<file path="src/hw/rtl/crs_pkg.sv">
`default_nettype none
package crs_pkg;

  // Field widths
  localparam int DIM_W   = 13;
  localparam int ODIM_W  = 9;
  localparam int POS_W   = 8;
  localparam int SLOT_W  = 6;
  localparam int SRC_W   = 12;
  localparam int OFF_W   = 14;
  localparam int DEST_W  = 24;
  localparam int VAL_W   = 16;
  localparam int BYTE_W  = 8;
  localparam int FMT_W   = 2;

  // Derived datapath widths
  localparam int PROD_W     = POS_W + DIM_W;
  localparam int SLOT3_W    = SLOT_W + 2;
  localparam int DIV_STEP   = 4;
  localparam int DIV_STAGES = (PROD_W + DIV_STEP - 1) / DIV_STEP;

  // Register port
  localparam int APB_ADDR_W = 5;
  localparam int APB_DATA_W = 32;

  // Register reset values
  localparam logic [DIM_W-1:0]  RST_FRAME_WIDTH  = 13'd640;
  localparam logic [DIM_W-1:0]  RST_FRAME_HEIGHT = 13'd480;
  localparam logic [ODIM_W-1:0] RST_OUT_WIDTH    = 9'd64;
  localparam logic [ODIM_W-1:0] RST_OUT_HEIGHT   = 9'd64;
  localparam logic [FMT_W-1:0]  RST_PIXEL_FORMAT = 2'd1;

  typedef enum logic [2:0] {
    REG_FRAME_WIDTH  = 3'd0,
    REG_FRAME_HEIGHT = 3'd1,
    REG_OUT_WIDTH    = 3'd2,
    REG_OUT_HEIGHT   = 3'd3,
    REG_PIXEL_FORMAT = 3'd4
  } reg_idx_t;

  typedef enum logic [FMT_W-1:0] {
    FMT_GRAY = 2'd0,
    FMT_RGB  = 2'd1,
    FMT_BGR  = 2'd2
  } pix_fmt_t;

  typedef enum logic {
    ACT_COORD = 1'b0,
    ACT_PIXEL = 1'b1
  } action_t;

  // Saturated configuration as seen by the datapath
  typedef struct packed {
    logic [DIM_W-1:0]  fw;
    logic [DIM_W-1:0]  fh;
    logic [ODIM_W-1:0] ow;
    logic [ODIM_W-1:0] oh;
    logic [FMT_W-1:0]  fmt;
  } cfg_t;

  // Item fields riding alongside the dividers
  typedef struct packed {
    logic              pixel;
    logic              chan3;
    logic [DIM_W-1:0]  crop_x;
    logic [DIM_W-1:0]  crop_y;
    logic [POS_W-1:0]  ox;
    logic [DEST_W-1:0] dest;
    logic [VAL_W-1:0]  red;
    logic [VAL_W-1:0]  green;
    logic [VAL_W-1:0]  blue;
  } side_t;

  // byte*257 in Q0.16
  function automatic logic [VAL_W-1:0] norm8(input logic [BYTE_W-1:0] b);
    return {b, b};
  endfunction

endpackage
`default_nettype wire

</file>
<file path="src/hw/rtl/crs_req_if.sv">
`default_nettype none
interface crs_req_if import crs_pkg::*; ();
  logic                     valid;
  logic                     ready;
  logic                     action;
  logic [SLOT_W-1:0]        slot;
  logic [POS_W-1:0]         out_x;
  logic [POS_W-1:0]         out_y;
  logic signed [DIM_W-1:0]  crop_x;
  logic signed [DIM_W-1:0]  crop_y;
  logic [DIM_W-1:0]         crop_width;
  logic [DIM_W-1:0]         crop_height;
  logic [BYTE_W-1:0]        pixel_byte0;
  logic [BYTE_W-1:0]        pixel_byte1;
  logic [BYTE_W-1:0]        pixel_byte2;

  modport source (
    output valid, action, slot, out_x, out_y, crop_x, crop_y, crop_width, crop_height,
           pixel_byte0, pixel_byte1, pixel_byte2,
    input  ready
  );
  modport sink (
    input  valid, action, slot, out_x, out_y, crop_x, crop_y, crop_width, crop_height,
           pixel_byte0, pixel_byte1, pixel_byte2,
    output ready
  );
endinterface
`default_nettype wire

</file>
<file path="src/hw/rtl/crs_rsp_if.sv">
`default_nettype none
interface crs_rsp_if import crs_pkg::*; ();
  logic              valid;
  logic              ready;
  logic [SRC_W-1:0]  source_x;
  logic [SRC_W-1:0]  source_y;
  logic [OFF_W-1:0]  source_byte_offset;
  logic [DEST_W-1:0] dest_index;
  logic [VAL_W-1:0]  red;
  logic [VAL_W-1:0]  green;
  logic [VAL_W-1:0]  blue;

  modport source (
    output valid, source_x, source_y, source_byte_offset, dest_index, red, green, blue,
    input  ready
  );
  modport sink (
    input  valid, source_x, source_y, source_byte_offset, dest_index, red, green, blue,
    output ready
  );
endinterface
`default_nettype wire

</file>
<file path="src/hw/rtl/crs_config.sv">
`default_nettype none
module crs_config import crs_pkg::*; #(
  parameter int MAX_FRAME_DIM = 4096,
  parameter int MAX_OUT_DIM   = 256
) (
  input  logic                  clk,
  input  logic                  rst,
  input  logic                  psel,
  input  logic                  penable,
  input  logic                  pwrite,
  input  logic [APB_ADDR_W-1:0] paddr,
  input  logic [APB_DATA_W-1:0] pwdata,
  output logic [APB_DATA_W-1:0] prdata,
  output logic                  pready,
  output cfg_t                  cfg
);

  logic [DIM_W-1:0]  frame_width;
  logic [DIM_W-1:0]  frame_height;
  logic [ODIM_W-1:0] out_width;
  logic [ODIM_W-1:0] out_height;
  logic [FMT_W-1:0]  pixel_format;
  logic              wr_en;
  logic [2:0]        reg_sel;

  assign pready  = 1'b1;
  assign wr_en   = psel && penable && pwrite;
  assign reg_sel = paddr[APB_ADDR_W-1:2];

  // register writes
  always_ff @(posedge clk) begin
    if (rst) begin
      frame_width  <= RST_FRAME_WIDTH;
      frame_height <= RST_FRAME_HEIGHT;
      out_width    <= RST_OUT_WIDTH;
      out_height   <= RST_OUT_HEIGHT;
      pixel_format <= RST_PIXEL_FORMAT;
    end else if (wr_en) begin
      case (reg_sel)
        REG_FRAME_WIDTH:  frame_width  <= pwdata[DIM_W-1:0];
        REG_FRAME_HEIGHT: frame_height <= pwdata[DIM_W-1:0];
        REG_OUT_WIDTH:    out_width    <= pwdata[ODIM_W-1:0];
        REG_OUT_HEIGHT:   out_height   <= pwdata[ODIM_W-1:0];
        REG_PIXEL_FORMAT: pixel_format <= pwdata[FMT_W-1:0];
        default: ;
      endcase
    end
  end

  // read back raw values
  always_comb begin
    case (reg_sel)
      REG_FRAME_WIDTH:  prdata = APB_DATA_W'(frame_width);
      REG_FRAME_HEIGHT: prdata = APB_DATA_W'(frame_height);
      REG_OUT_WIDTH:    prdata = APB_DATA_W'(out_width);
      REG_OUT_HEIGHT:   prdata = APB_DATA_W'(out_height);
      REG_PIXEL_FORMAT: prdata = APB_DATA_W'(pixel_format);
      default:          prdata = '0;
    endcase
  end

  // saturate sizes into [1, max]
  always_comb begin
    cfg.fmt = pixel_format;
    if (frame_width == '0)
      cfg.fw = DIM_W'(1);
    else if ({2'b00, frame_width} > 15'(MAX_FRAME_DIM))
      cfg.fw = DIM_W'(MAX_FRAME_DIM);
    else
      cfg.fw = frame_width;
    if (frame_height == '0)
      cfg.fh = DIM_W'(1);
    else if ({2'b00, frame_height} > 15'(MAX_FRAME_DIM))
      cfg.fh = DIM_W'(MAX_FRAME_DIM);
    else
      cfg.fh = frame_height;
    if (out_width == '0)
      cfg.ow = ODIM_W'(1);
    else if ({2'b00, out_width} > 11'(MAX_OUT_DIM))
      cfg.ow = ODIM_W'(MAX_OUT_DIM);
    else
      cfg.ow = out_width;
    if (out_height == '0)
      cfg.oh = ODIM_W'(1);
    else if ({2'b00, out_height} > 11'(MAX_OUT_DIM))
      cfg.oh = ODIM_W'(MAX_OUT_DIM);
    else
      cfg.oh = out_height;
  end

endmodule
`default_nettype wire

</file>
<file path="src/hw/rtl/crs_divider.sv">
`default_nettype none
// Pipelined restoring divider, STEP_BITS quotient bits per stage.
module crs_divider #(
  parameter int NUM_W     = 21,
  parameter int DEN_W     = 9,
  parameter int STEP_BITS = 4
) (
  input  logic             clk,
  input  logic             en,
  input  logic [NUM_W-1:0] num,
  input  logic [DEN_W-1:0] den,
  output logic [NUM_W-1:0] quo
);

  localparam int STAGES = (NUM_W + STEP_BITS - 1) / STEP_BITS;
  localparam int PAD_W  = STAGES * STEP_BITS;

  logic [DEN_W-1:0] rem_q  [STAGES];
  logic [PAD_W-1:0] num_q  [STAGES];
  logic [PAD_W-1:0] quo_q  [STAGES];
  logic [DEN_W-1:0] rem_in [STAGES];
  logic [PAD_W-1:0] num_in [STAGES];
  logic [PAD_W-1:0] quo_in [STAGES];
  logic [DEN_W-1:0] rem_d  [STAGES];
  logic [PAD_W-1:0] num_d  [STAGES];
  logic [PAD_W-1:0] quo_d  [STAGES];

  assign rem_in[0] = '0;
  assign num_in[0] = PAD_W'(num);
  assign quo_in[0] = '0;

  for (genvar s = 1; s < STAGES; s++) begin : g_link
    assign rem_in[s] = rem_q[s-1];
    assign num_in[s] = num_q[s-1];
    assign quo_in[s] = quo_q[s-1];
  end

  for (genvar s = 0; s < STAGES; s++) begin : g_stage
    // shift in the next numerator bit, subtract where it fits
    always_comb begin
      logic [DEN_W:0]   trial;
      logic [DEN_W-1:0] r;
      logic [PAD_W-1:0] n;
      logic [PAD_W-1:0] q;
      r     = rem_in[s];
      n     = num_in[s];
      q     = quo_in[s];
      trial = '0;
      for (int b = 0; b < STEP_BITS; b++) begin
        trial = {r, n[PAD_W-1]};
        n     = {n[PAD_W-2:0], 1'b0};
        if (trial >= {1'b0, den}) begin
          trial = trial - {1'b0, den};
          q     = {q[PAD_W-2:0], 1'b1};
        end else begin
          q     = {q[PAD_W-2:0], 1'b0};
        end
        r = trial[DEN_W-1:0];
      end
      rem_d[s] = r;
      num_d[s] = n;
      quo_d[s] = q;
    end

    always_ff @(posedge clk) begin
      if (en) begin
        rem_q[s] <= rem_d[s];
        num_q[s] <= num_d[s];
        quo_q[s] <= quo_d[s];
      end
    end
  end

  assign quo = quo_q[STAGES-1][NUM_W-1:0];

endmodule
`default_nettype wire

</file>
<file path="src/hw/rtl/nearest_neighbour_crop_resampler.sv">
`default_nettype none
// Nearest-neighbour crop resampler.
// req carries one item per beat. A coordinate request (action 0) returns the
// clamped source pixel, its byte offset in the row and the planar index of its
// red element; a pixel item (action 1) returns the bytes as Q0.16 red, green
// and blue in the configured gray, RGB or BGR order. rsp carries one result
// beat per request beat, in order.
// Registers must be written over the APB port only while no item is in
// flight; the block itself does not enforce this. A result is shown on rsp
// after its request passes one input stage holding the crop products, six
// stages of the two pipelined dividers (four quotient bits each) and the
// clamp feeding the output register. Reset empties the pipeline and loads
// the register defaults. Throughput is one item per cycle unless rsp stalls.
// When rsp is stalled the whole pipeline holds and req.ready drops; nothing
// is lost or repeated, and the pipeline fills again as soon as rsp is taken.
module nearest_neighbour_crop_resampler import crs_pkg::*; #(
  parameter int MAX_FRAME_DIM = 4096,
  parameter int MAX_OUT_DIM   = 256,
  parameter int MAX_BATCH     = 64
) (
  input  logic                  clk,
  input  logic                  rst,
  crs_req_if.sink               req,
  crs_rsp_if.source             rsp,
  input  logic                  psel,
  input  logic                  penable,
  input  logic                  pwrite,
  input  logic [APB_ADDR_W-1:0] paddr,
  input  logic [APB_DATA_W-1:0] pwdata,
  output logic [APB_DATA_W-1:0] prdata,
  output logic                  pready
);

  localparam int NSTG = DIV_STAGES + 2;

  cfg_t cfg;

  crs_config #(
    .MAX_FRAME_DIM (MAX_FRAME_DIM),
    .MAX_OUT_DIM   (MAX_OUT_DIM)
  ) u_config (
    .clk     (clk),
    .rst     (rst),
    .psel    (psel),
    .penable (penable),
    .pwrite  (pwrite),
    .paddr   (paddr),
    .pwdata  (pwdata),
    .prdata  (prdata),
    .pready  (pready),
    .cfg     (cfg)
  );

  logic [NSTG-1:0] vld;
  logic            pipe_en;

  // whole pipeline advances unless the output beat is stuck
  assign pipe_en   = !vld[NSTG-1] || rsp.ready;
  assign req.ready = pipe_en;

  always_ff @(posedge clk) begin
    if (rst) begin
      vld <= '0;
    end else if (pipe_en) begin
      vld <= {vld[NSTG-2:0], req.valid};
    end
  end

  // slot modulo batch size as a constant table
  logic [SLOT_W-1:0] slot_mod_tab [2**SLOT_W];
  for (genvar i = 0; i < 2**SLOT_W; i++) begin : g_slot_tab
    assign slot_mod_tab[i] = SLOT_W'(i % MAX_BATCH);
  end

  logic [SLOT_W-1:0] slot_m;
  assign slot_m = slot_mod_tab[req.slot];

  // input stage
  logic                s1_pixel;
  logic [DIM_W-1:0]    s1_crop_x;
  logic [DIM_W-1:0]    s1_crop_y;
  logic [POS_W-1:0]    s1_ox;
  logic [POS_W-1:0]    s1_oy;
  logic [BYTE_W-1:0]   s1_b0;
  logic [BYTE_W-1:0]   s1_b1;
  logic [BYTE_W-1:0]   s1_b2;
  logic [PROD_W-1:0]   s1_prod_x;
  logic [PROD_W-1:0]   s1_prod_y;
  logic [SLOT3_W-1:0]  s1_slot3;

  always_ff @(posedge clk) begin
    if (pipe_en) begin
      s1_pixel  <= req.action;
      s1_crop_x <= req.crop_x;
      s1_crop_y <= req.crop_y;
      s1_ox     <= req.out_x;
      s1_oy     <= req.out_y;
      s1_b0     <= req.pixel_byte0;
      s1_b1     <= req.pixel_byte1;
      s1_b2     <= req.pixel_byte2;
      s1_prod_x <= PROD_W'(req.out_x) * PROD_W'(req.crop_width);
      s1_prod_y <= PROD_W'(req.out_y) * PROD_W'(req.crop_height);
      s1_slot3  <= (SLOT3_W'(slot_m) << 1) + SLOT3_W'(slot_m);
    end
  end

  // floor(out*crop/out_size) for each axis
  logic [PROD_W-1:0] quo_x;
  logic [PROD_W-1:0] quo_y;

  crs_divider #(
    .NUM_W     (PROD_W),
    .DEN_W     (ODIM_W),
    .STEP_BITS (DIV_STEP)
  ) u_div_x (
    .clk (clk),
    .en  (pipe_en),
    .num (s1_prod_x),
    .den (cfg.ow),
    .quo (quo_x)
  );

  crs_divider #(
    .NUM_W     (PROD_W),
    .DEN_W     (ODIM_W),
    .STEP_BITS (DIV_STEP)
  ) u_div_y (
    .clk (clk),
    .en  (pipe_en),
    .num (s1_prod_y),
    .den (cfg.oh),
    .quo (quo_y)
  );

  // side fields: colour and first half of the index (slot3*oh + oy)
  side_t side_d0;
  side_t side_d1;
  side_t side_q [DIV_STAGES];

  always_comb begin
    side_d0        = '0;
    side_d0.pixel  = s1_pixel;
    side_d0.chan3  = (cfg.fmt != FMT_GRAY);
    side_d0.crop_x = s1_crop_x;
    side_d0.crop_y = s1_crop_y;
    side_d0.ox     = s1_ox;
    side_d0.dest   = DEST_W'(s1_slot3) * DEST_W'(cfg.oh) + DEST_W'(s1_oy);
    if (s1_pixel == ACT_PIXEL) begin
      case (cfg.fmt)
        FMT_GRAY: begin
          side_d0.red   = norm8(s1_b0);
          side_d0.green = norm8(s1_b0);
          side_d0.blue  = norm8(s1_b0);
        end
        FMT_BGR: begin
          side_d0.red   = norm8(s1_b2);
          side_d0.green = norm8(s1_b1);
          side_d0.blue  = norm8(s1_b0);
        end
        default: begin
          side_d0.red   = norm8(s1_b0);
          side_d0.green = norm8(s1_b1);
          side_d0.blue  = norm8(s1_b2);
        end
      endcase
    end
  end

  // second half of the index: ow*(slot3*oh + oy) + ox
  always_comb begin
    side_d1      = side_q[0];
    side_d1.dest = DEST_W'(cfg.ow) * side_q[0].dest + DEST_W'(side_q[0].ox);
  end

  always_ff @(posedge clk) begin
    if (pipe_en) begin
      side_q[0] <= side_d0;
      side_q[1] <= side_d1;
      for (int i = 2; i < DIV_STAGES; i++) begin
        side_q[i] <= side_q[i-1];
      end
    end
  end

  // origin + quotient, clamped to [0, lim-1]
  function automatic logic [DIM_W-1:0] clamp_src(
    input logic [PROD_W-1:0] q,
    input logic [DIM_W-1:0]  org,
    input logic [DIM_W-1:0]  lim
  );
    logic [PROD_W+1:0] s;
    logic [PROD_W+1:0] lim_m1;
    s      = {2'b00, q} + {{(PROD_W+2-DIM_W){org[DIM_W-1]}}, org};
    lim_m1 = (PROD_W+2)'(lim) - (PROD_W+2)'(1);
    if (s[PROD_W+1])
      return '0;
    else if (s > lim_m1)
      return lim_m1[DIM_W-1:0];
    else
      return s[DIM_W-1:0];
  endfunction

  side_t            side_l;
  logic [DIM_W-1:0] sx_d;
  logic [DIM_W-1:0] sy_d;
  logic [OFF_W-1:0] off_d;

  assign side_l = side_q[DIV_STAGES-1];

  always_comb begin
    sx_d  = '0;
    sy_d  = '0;
    off_d = '0;
    if (side_l.pixel == ACT_COORD) begin
      sx_d = clamp_src(quo_x, side_l.crop_x, cfg.fw);
      sy_d = clamp_src(quo_y, side_l.crop_y, cfg.fh);
      if (side_l.chan3)
        off_d = (OFF_W'(sx_d) << 1) + OFF_W'(sx_d);
      else
        off_d = OFF_W'(sx_d);
    end
  end

  // output register
  logic              out_pixel;
  logic [DIM_W-1:0]  out_sx;
  logic [DIM_W-1:0]  out_sy;
  logic [OFF_W-1:0]  out_off;
  logic [DEST_W-1:0] out_dest;
  logic [VAL_W-1:0]  out_red;
  logic [VAL_W-1:0]  out_green;
  logic [VAL_W-1:0]  out_blue;

  always_ff @(posedge clk) begin
    if (pipe_en) begin
      out_pixel <= side_l.pixel;
      out_sx    <= sx_d;
      out_sy    <= sy_d;
      out_off   <= off_d;
      out_dest  <= side_l.dest;
      out_red   <= side_l.red;
      out_green <= side_l.green;
      out_blue  <= side_l.blue;
    end
  end

  assign rsp.valid              = vld[NSTG-1];
  assign rsp.source_x           = out_sx[SRC_W-1:0];
  assign rsp.source_y           = out_sy[SRC_W-1:0];
  assign rsp.source_byte_offset = out_off;
  assign rsp.dest_index         = out_dest;
  assign rsp.red                = out_red;
  assign rsp.green              = out_green;
  assign rsp.blue               = out_blue;

`ifndef SYNTHESIS
  // a stalled pipeline keeps its occupancy
  a_stall_hold: assert property (@(posedge clk) disable iff (rst)
    !pipe_en |=> $stable(vld))
    else $error("pipeline occupancy changed while stalled");

  // reset leaves the pipeline empty
  a_reset_empty: assert property (@(posedge clk)
    $past(rst) |-> (vld == '0))
    else $error("pipeline not empty after reset");

  // a coordinate result always lies inside the frame
  a_src_in_frame: assert property (@(posedge clk) disable iff (rst)
    rsp.valid && (out_pixel == ACT_COORD) |-> (out_sx < cfg.fw) && (out_sy < cfg.fh))
    else $error("source position outside frame");

  // gray pixels give equal channels
  a_gray_equal: assert property (@(posedge clk) disable iff (rst)
    rsp.valid && (out_pixel == ACT_PIXEL) && (cfg.fmt == FMT_GRAY)
      |-> (out_red == out_green) && (out_green == out_blue))
    else $error("gray pixel with unequal channels");
`endif

endmodule
`default_nettype wire
</file>
<file path="src/flat_wrapper.sv">
// flat-port wrapper written by rule: the top's interface ports become plain ports
module nearest_neighbour_crop_resampler_flat import crs_pkg::*;
#(
  parameter int MAX_FRAME_DIM = 4096,
  parameter int MAX_OUT_DIM   = 256,
  parameter int MAX_BATCH     = 64
)
  (clk, rst, psel, penable, pwrite, paddr, pwdata, prdata, pready, req_valid, req_action, req_slot, req_out_x, req_out_y, req_crop_x, req_crop_y, req_crop_width, req_crop_height, req_pixel_byte0, req_pixel_byte1, req_pixel_byte2, req_ready, rsp_valid, rsp_source_x, rsp_source_y, rsp_source_byte_offset, rsp_dest_index, rsp_red, rsp_green, rsp_blue, rsp_ready);
  crs_req_if req_i ();
  crs_rsp_if rsp_i ();
  input  logic clk;
  input  logic rst;
  input  logic psel;
  input  logic penable;
  input  logic pwrite;
  input  logic [APB_ADDR_W-1:0] paddr;
  input  logic [APB_DATA_W-1:0] pwdata;
  output logic [APB_DATA_W-1:0] prdata;
  output logic pready;
  input wire logic [$bits(req_i.valid)-1:0] req_valid;
  input wire logic [$bits(req_i.action)-1:0] req_action;
  input wire logic [$bits(req_i.slot)-1:0] req_slot;
  input wire logic [$bits(req_i.out_x)-1:0] req_out_x;
  input wire logic [$bits(req_i.out_y)-1:0] req_out_y;
  input wire logic [$bits(req_i.crop_x)-1:0] req_crop_x;
  input wire logic [$bits(req_i.crop_y)-1:0] req_crop_y;
  input wire logic [$bits(req_i.crop_width)-1:0] req_crop_width;
  input wire logic [$bits(req_i.crop_height)-1:0] req_crop_height;
  input wire logic [$bits(req_i.pixel_byte0)-1:0] req_pixel_byte0;
  input wire logic [$bits(req_i.pixel_byte1)-1:0] req_pixel_byte1;
  input wire logic [$bits(req_i.pixel_byte2)-1:0] req_pixel_byte2;
  output wire logic [$bits(req_i.ready)-1:0] req_ready;
  output wire logic [$bits(rsp_i.valid)-1:0] rsp_valid;
  output wire logic [$bits(rsp_i.source_x)-1:0] rsp_source_x;
  output wire logic [$bits(rsp_i.source_y)-1:0] rsp_source_y;
  output wire logic [$bits(rsp_i.source_byte_offset)-1:0] rsp_source_byte_offset;
  output wire logic [$bits(rsp_i.dest_index)-1:0] rsp_dest_index;
  output wire logic [$bits(rsp_i.red)-1:0] rsp_red;
  output wire logic [$bits(rsp_i.green)-1:0] rsp_green;
  output wire logic [$bits(rsp_i.blue)-1:0] rsp_blue;
  input wire logic [$bits(rsp_i.ready)-1:0] rsp_ready;
  assign req_i.valid = req_valid;
  assign req_i.action = req_action;
  assign req_i.slot = req_slot;
  assign req_i.out_x = req_out_x;
  assign req_i.out_y = req_out_y;
  assign req_i.crop_x = req_crop_x;
  assign req_i.crop_y = req_crop_y;
  assign req_i.crop_width = req_crop_width;
  assign req_i.crop_height = req_crop_height;
  assign req_i.pixel_byte0 = req_pixel_byte0;
  assign req_i.pixel_byte1 = req_pixel_byte1;
  assign req_i.pixel_byte2 = req_pixel_byte2;
  assign req_ready = req_i.ready;
  assign rsp_valid = rsp_i.valid;
  assign rsp_source_x = rsp_i.source_x;
  assign rsp_source_y = rsp_i.source_y;
  assign rsp_source_byte_offset = rsp_i.source_byte_offset;
  assign rsp_dest_index = rsp_i.dest_index;
  assign rsp_red = rsp_i.red;
  assign rsp_green = rsp_i.green;
  assign rsp_blue = rsp_i.blue;
  assign rsp_i.ready = rsp_ready;
  nearest_neighbour_crop_resampler #(.MAX_FRAME_DIM(MAX_FRAME_DIM), .MAX_OUT_DIM(MAX_OUT_DIM), .MAX_BATCH(MAX_BATCH)) u_core (.clk(clk), .rst(rst), .req(req_i), .rsp(rsp_i), .psel(psel), .penable(penable), .pwrite(pwrite), .paddr(paddr), .pwdata(pwdata), .prdata(prdata), .pready(pready));
endmodule
</file>
<file path="config.mk">
export PLATFORM = sky130hd
export DESIGN_NAME = nearest_neighbour_crop_resampler_flat
export DESIGN_NICKNAME = d
export VERILOG_FILES = /design/src/hw/rtl/crs_pkg.sv /design/src/hw/rtl/crs_req_if.sv /design/src/hw/rtl/crs_rsp_if.sv /design/src/hw/rtl/crs_config.sv /design/src/hw/rtl/crs_divider.sv /design/src/hw/rtl/nearest_neighbour_crop_resampler.sv /design/src/flat_wrapper.sv
export SDC_FILE = /design/constraint.sdc
export NUM_CORES = 2
export LEC_CHECK = 0
export ABC_AREA = 1
export BUFFER_PORTS_ARGS = -buffer_cell sky130_fd_sc_hd__buf_2
export CAP_MARGIN = 10
export CORE_UTILIZATION = 46
export DETAILED_ROUTE_END_ITERATION = 8
export GPL_ROUTABILITY_DRIVEN = 0
export REMOVE_ABC_BUFFERS = 1
export SYNTH_ARGS = -nofsm -noshare
export SYNTH_HDL_FRONTEND = slang
export SYNTH_SLANG_ARGS = --single-unit
export TNS_END_PERCENT = 10
</file>
<file path="constraint.sdc">
create_clock -name clk -period 141.8 [get_ports clk]
set_input_delay 42.54 -clock clk [delete_from_list [all_inputs] [get_ports clk]]
set_output_delay 42.54 -clock clk [all_outputs]
set_load 0.02 [all_outputs]
</file>
; ---- After elaboration in Yosys (flattened, before gate mapping)
; Memories as Yosys holds them, arrays and structs flattened.
; Cells that the tools add are included.
[word_totals]
ff_bits = 281
ram_bits = 1284
mem_bits_ro = 384
inputBits = 143
out_inout_bits = 145
wordCells = 289
mem_count = 8
[classes]
add_sub_neg = 56
multipliers = 4
order_cmp = 55
eq_ne = 5
muxes = 116
n_bitwise = 2
n_reduce_logical = 18
[memory_table]
columns = memory, depth, width, read_ports, rd_ports_with_merged_regs, write_ports, line_no
row1 = u_core.side_q, 6, 108, 6, 0, 6, nearest_neighbour_crop_resampler.sv:138  ; side_t side_q [DIV_STAGES];
row2 = (name not given), 64, 6, 1, 0, 0, nearest_neighbour_crop_resampler.sv:76  ; assign slot_m = slot_mod_tab[req.slot];
row3 = u_core.u_div_x.quo_q, 6, 24, 6, 0, 6, crs_divider.sv:20  ; logic [PAD_W-1:0] quo_q [STAGES];
row4 = u_core.u_div_y.quo_q, 6, 24, 6, 0, 6, crs_divider.sv:20
row5 = u_core.u_div_x.num_q, 6, 20, 5, 0, 6, crs_divider.sv:19  ; logic [PAD_W-1:0] num_q [STAGES];
row6 = u_core.u_div_y.num_q, 6, 20, 5, 0, 6, crs_divider.sv:19
row7 = +2 memories, --, --, --, --, --, --
[op_table]
columns = operator, n
row1 = 9-bit 2-to-1 mux, 52
row2 = 10-bit by 9-bit greater-or-equal comparator with 1-bit output, 46
row3 = 9-bit subtractor, 46
row4 = 13-bit 2-to-1 mux, 8
row5 = 48-bit one-hot mux with 2 select lines, 1
row6 = 13-bit one-hot mux with 5 select lines, 1
row7 = 1-bit 2-to-1 mux, 50
row8 = 48-bit 2-to-1 mux, 1
row9 = 22-bit by 13-bit adder with 23-bit output, 2
row10 = 23-bit > comparator, 2
row11 = 8-bit by 13-bit multiplier with 21-bit output, 2
row12 = 13-bit by 1-bit subtractor with 14-bit output (second input constant), 2
row13 = 13-bit > comparator (second input constant), 2
row14 = 13-bit logical NOT, 2
row15 = 24-bit by 8-bit adder with 24-bit output, 1
row16 = 9-bit by 24-bit multiplier with 24-bit output, 1
row17 = 17-bit by 8-bit adder with 18-bit output, 1
row18 = 1-bit by 9-bit greater-or-equal comparator with 1-bit output (first input constant), 2
row19 = 9-bit > comparator (second input constant), 2
row20 = 9-bit logical NOT, 2
row21 = 1-bit by 9-bit subtractor with 9-bit output (first input constant), 2
row22 = 8-bit by 9-bit multiplier with 17-bit output, 1
row23 = 14-bit by 13-bit adder with 14-bit output, 1
row24 = 12-bit 2-to-1 mux, 1
row25 = other kinds (17), 25

; ---- Logic depth before layout (Yosys ltp)
[logic_depth]
word_depth = 11
mapped_depth = 56
ltp_nobuf = 54

; ---- Cells and area by module
; Synthesis repeated with hierarchy kept, for this count alone.
[hier_totals]
hier_cells = 8141
area_unflattened_um2 = 76039.2
[modules_own_cells]
columns = module, n_inst, cells_each, area_each_um2, seq_area_each_um2
row1 = nearest_neighbour_crop_resampler, 1, 3449, 39610.5, 19979.2
row2 = crs_divider at u_core.u_div_x, 1, 2133, 16896.2, 5134.9
row3 = crs_divider at u_core.u_div_y, 1, 2142, 16877.4, 5134.9
row4 = crs_config, 1, 417, 2655.0, 920.9

; ---- Least setup slack after synthesis
; No wires, ideal clock.
[synth_path]
kind = in2out
from = input port rsp_ready
to = output port req_ready
arrival_ps = 61173
t_required_ps = 99260
path_slack_ps = 38087
cell_stages = 2
path_buffers = 0
path_cell_list = nor2_1 > clkinv_1
[synth_via]
elab_chain_cells = 1
[synth_lines]
columns = item, line_no
row1 = from (decl), flat_wrapper.sv:41  ; input wire logic [$bits(rsp_i.ready)-1:0] rsp_ready;
row2 = 1-bit logical OR, nearest_neighbour_crop_resampler.sv:58  ; assign pipe_en = !vld[NSTG-1] || rsp.ready;
row3 = to (decl), flat_wrapper.sv:32  ; output wire logic [$bits(req_i.ready)-1:0] req_ready;
; Every way passes these cells.

; ---- Worst setup path after layout
[layout_path]
from = input port paddr[4]
to = output port prdata[6]
[layout_via]
elab_chain_cells = 2
elab_cells_between_ends = 6
classes_between = eq/ne: 4 / mux: 1 / reduce/logical: 1
[layout_lines]
columns = item, line_no
row1 = from (decl), flat_wrapper.sv:16  ; input logic [APB_ADDR_W-1:0] paddr;
row2 = "3-bit == test, or another cell as far along", crs_config.sv:52  ; case (reg_sel)
row3 = 13-bit one-hot mux with 5 select lines (*), crs_config.sv:52
row4 = to (decl), flat_wrapper.sv:18  ; output logic [APB_DATA_W-1:0] prdata;
; Every way passes the cells marked *; elsewhere a longest branch is shown, timed or not.

==> impl_metrics.toml <==
[placed_design]
dp_hpwl_um = 128000
place_ws_ns = 54.99
portBuffers = 246

[grt]
grt_max_degree = 204
grt_pass1_vias = 52875
track_usage = 0.203
antenna_found_initial = 4
overflow = 0
grt_pass1_wl_um = 272000

[timing]
relSlewSlack = 0.218
period_share = 0.612
layout_setup_ws_ns = 54.98
skew_ns = 0.0710
fin_crit_ns = 86.82
fin_tns_setup_ns = 0
max_freq_ghz = 0.0115
worstMarginPinSlew_ns = 1.17
setup_viol = 0
hold_viol = 0
finalMaxSlewViolations = 0
rsz0062_at_grt = "false"

[logic_synthesis]
synth.top_cell.area_share = 0.399
yosysUniqueCellTypes = 66
synth.most_common_cell = "nand2_1"
synth_area_um2 = 75400
synth_flop_cell = "edfxtp_1"
ys_async_sr_fraction = 0
ys_ff_latch = 1056
yosysSeqAreaShare = 0.414
yosys-top-cells-area = "edfxtp_1 (40%), ha_1 (12%), nand2_1 (10%)"
yosysWarningCount = 0
yosysTopAreaCell = "edfxtp_1"
synthCells = 8131
synth_edf_count = 1002
syn_avg_cell_area_um2 = 9.27
synth_common_cells = "nand2_1 (2071), inv_1 (1133), edfxtp_1 (1002)"

[job]
maxCapViolations = 0

[route]
vias = 54986
drt-total-wl_um = 168000
drc = 0
antenna_left = 0
wl_per_cell_um = 15.8
drtPass1Iterations = 9
drt_iter0_drc = 3670
vias_per_cell = 5.15

[cts]
cts_tree = "built"
post_cts_buffers = 0
clk_pin_slew_ns = 0.06
cts-root-buf = "clkbuf_16"
clock_path_buffers = 3
htreeDepth = 3
cts_hold_buf = 0
post_cts_resized = 0
clock-sinks = 1056
cts_buffers = 111
clkLatencyLatePin_ns = 0.77

[cells_and_area]
area_growth_pct = 9.64
drive_gt1_frac = 0.0753
nets = 9596
fillers = 14858

[critical_path]
cp_cell_sequence = "buf_2 > nor3_1 > inv_1 > o2111ai_1 > buf_2"
required_ns = 99.26
path_max_fanout = 8
worstSetupPathType = "input pin to output port"
crit_family = "buffers and inverters"
critPathBufInv = 3
startpoint_type = "input pin"
crit_path_frequent_cell = "buf_2"
slowest_delay_ns = 0.58
crit_path_end_kind = "output port"
slowest_stage = "nor3_1"
cp.arrival_ns = 44.28

[die]
die_w_um = 407
std_cell_rows = 148
core_um2 = 163000
initial_core_util = 0.463
dieArea_um2 = 165000
die_h_um = 407
io_pins = 288

[worst_hold_path]
hold_path_class = "flip-flop to flip-flop"

[outcome]
status = "finished, final reports clean"
[state kept, by name, indices dropped and copies added, names as in the netlist, 9 cells and up]
| name | flops |
|---|---|
| u_core.out_sx | 11 |
| u_core.out_sy | 12 |
| u_core.s1_prod_y | 21 |
| u_core.u_div_y.num_q | 60 |
| u_core.u_div_x.rem_q | 45 |
| u_core.u_config.frame_height | 13 |
| u_core.u_div_y.quo_q | 66 |
| u_core.side_q | 458 |
| u_core.u_div_x.quo_q | 66 |
| u_core.s1_crop_x | 13 |
| u_core.u_div_y.rem_q | 45 |
| u_core.u_config.out_height | 9 |
| u_core.s1_prod_x | 21 |
| u_core.rsp.dest_index | 24 |
| u_core.u_config.frame_width | 13 |
| u_core.s1_crop_y | 13 |
| u_core.u_div_x.num_q | 60 |
| u_core.u_config.out_width | 9 |
| u_core.rsp.source_byte_offset | 14 |
[cell usage in the layout, fill, tap and decap left out, types with 11 or more instances in the layout]
cell type,n
o211ai_1,23
a21o_1,36
clkinv_1,29
nand4_1,77
bufinv_16,12
dfxtp_1,54
nor2_4,15
o21ai_1,37
clkbuf_1,16
nand3_2,17
nand2_1,2069
edfxtp_1,1002
o21ai_0,311
a21oi_1,430
inv_1,1132
or2_2,23
nand3_1,383
and2_1,11
nand2_4,13
xor2_1,243
nand2_2,39
buf_4,48
fa_1,341
xnor2_1,144
o21bai_1,62
conb_1,40
ha_1,707
nor3_1,48
a31oi_1,49
buf_2,246
clkbuf_16,111
nand3b_1,34
clkinv_2,15
nor2_1,512
[kinds of logic (layout without fill, tap and decap cells)]
kind of cell / count (synthesis) / count (layout) / synth area share
AND/OR/NAND/NOR: 3279 / 3279 / 0.184
XOR/XNOR: 387 / 387 / 0.0450
other: 2 / 42 / 0.0000997
adder cells (fa/ha/maj): 1048 / 1048 / 0.208
AO/OA/AOI/OAI: 1036 / 1036 / 0.0787
buffers and inverters: 1323 / 1650 / 0.0702
flip-flops: 1056 / 1056 / 0.414
[per-stage QoR]
step                      hold WS (ns)  cells  cell area [um^2]  utilization
after CTS                        0.349  10671             82600        0.508
after global placement           0.400  10467             78900        0.485
after detailed placement         0.405  10467             78900        0.485
after global routing             0.350  10672             82600        0.508
final                            0.352  10673             82600        0.508
after floorplan                  0.400   7997             74500            -
[area by class of cell]
class,instances,area (um^2),share of cell area
clock inverters,77,891,0.0108
well taps,2175,2720,0.0329
diodes,2,5.00,0.0000606
flip-flops and latches,1056,31200,0.377
inverters,1151,4330,0.0524
repair buffers,295,1610,0.0195
clock buffers,127,2840,0.0344
multi-input cells,5790,39000,0.473
[per-layer routing]
metal | track usage | wire (um) | up-vias
li1 | - | - | 27490
met1 | 0.282 | 79200 | 26008
met2 | 0.337 | 77700 | 1263
met3 | 0.0215 | 7880 | 221
met4 | 0.0534 | 3460 | 4
met5 | 0 | 27 | -
[final timing paths]
check	slack [ns]	end	depth (start not counted)	from
worst max-delay path	54.98	prdata[6]	5	paddr[4]
worst min-delay path	0.35	u_core.u_div_y.quo_q[4][13]	0	u_core.u_div_y.quo_q[3][9]
worst min register to register	0.35	u_core.u_div_y.quo_q[4][13]	0	u_core.u_div_y.quo_q[3][9]
worst max register to register	131.74	u_core.u_div_y.rem_q[4][1]	43	u_core.u_config.out_height[8]
[worst register-to-register path: cells and delay by family, from the launching register on]
| family | cells | cell delay [ns] |
|---|---|---|
| AOI/OAI and AO/OA | 8 | 2.79 |
| adders and majority gates | 5 | 1.89 |
| buffers and inverters | 5 | 0.97 |
| DFF | 1 | 0.34 |
| and+or+nand+nor | 25 | 3.90 |
Power is left out: the tool's default activity adds up to more than one toggle a clock period on the data nets, which glitch-free logic cannot reach.
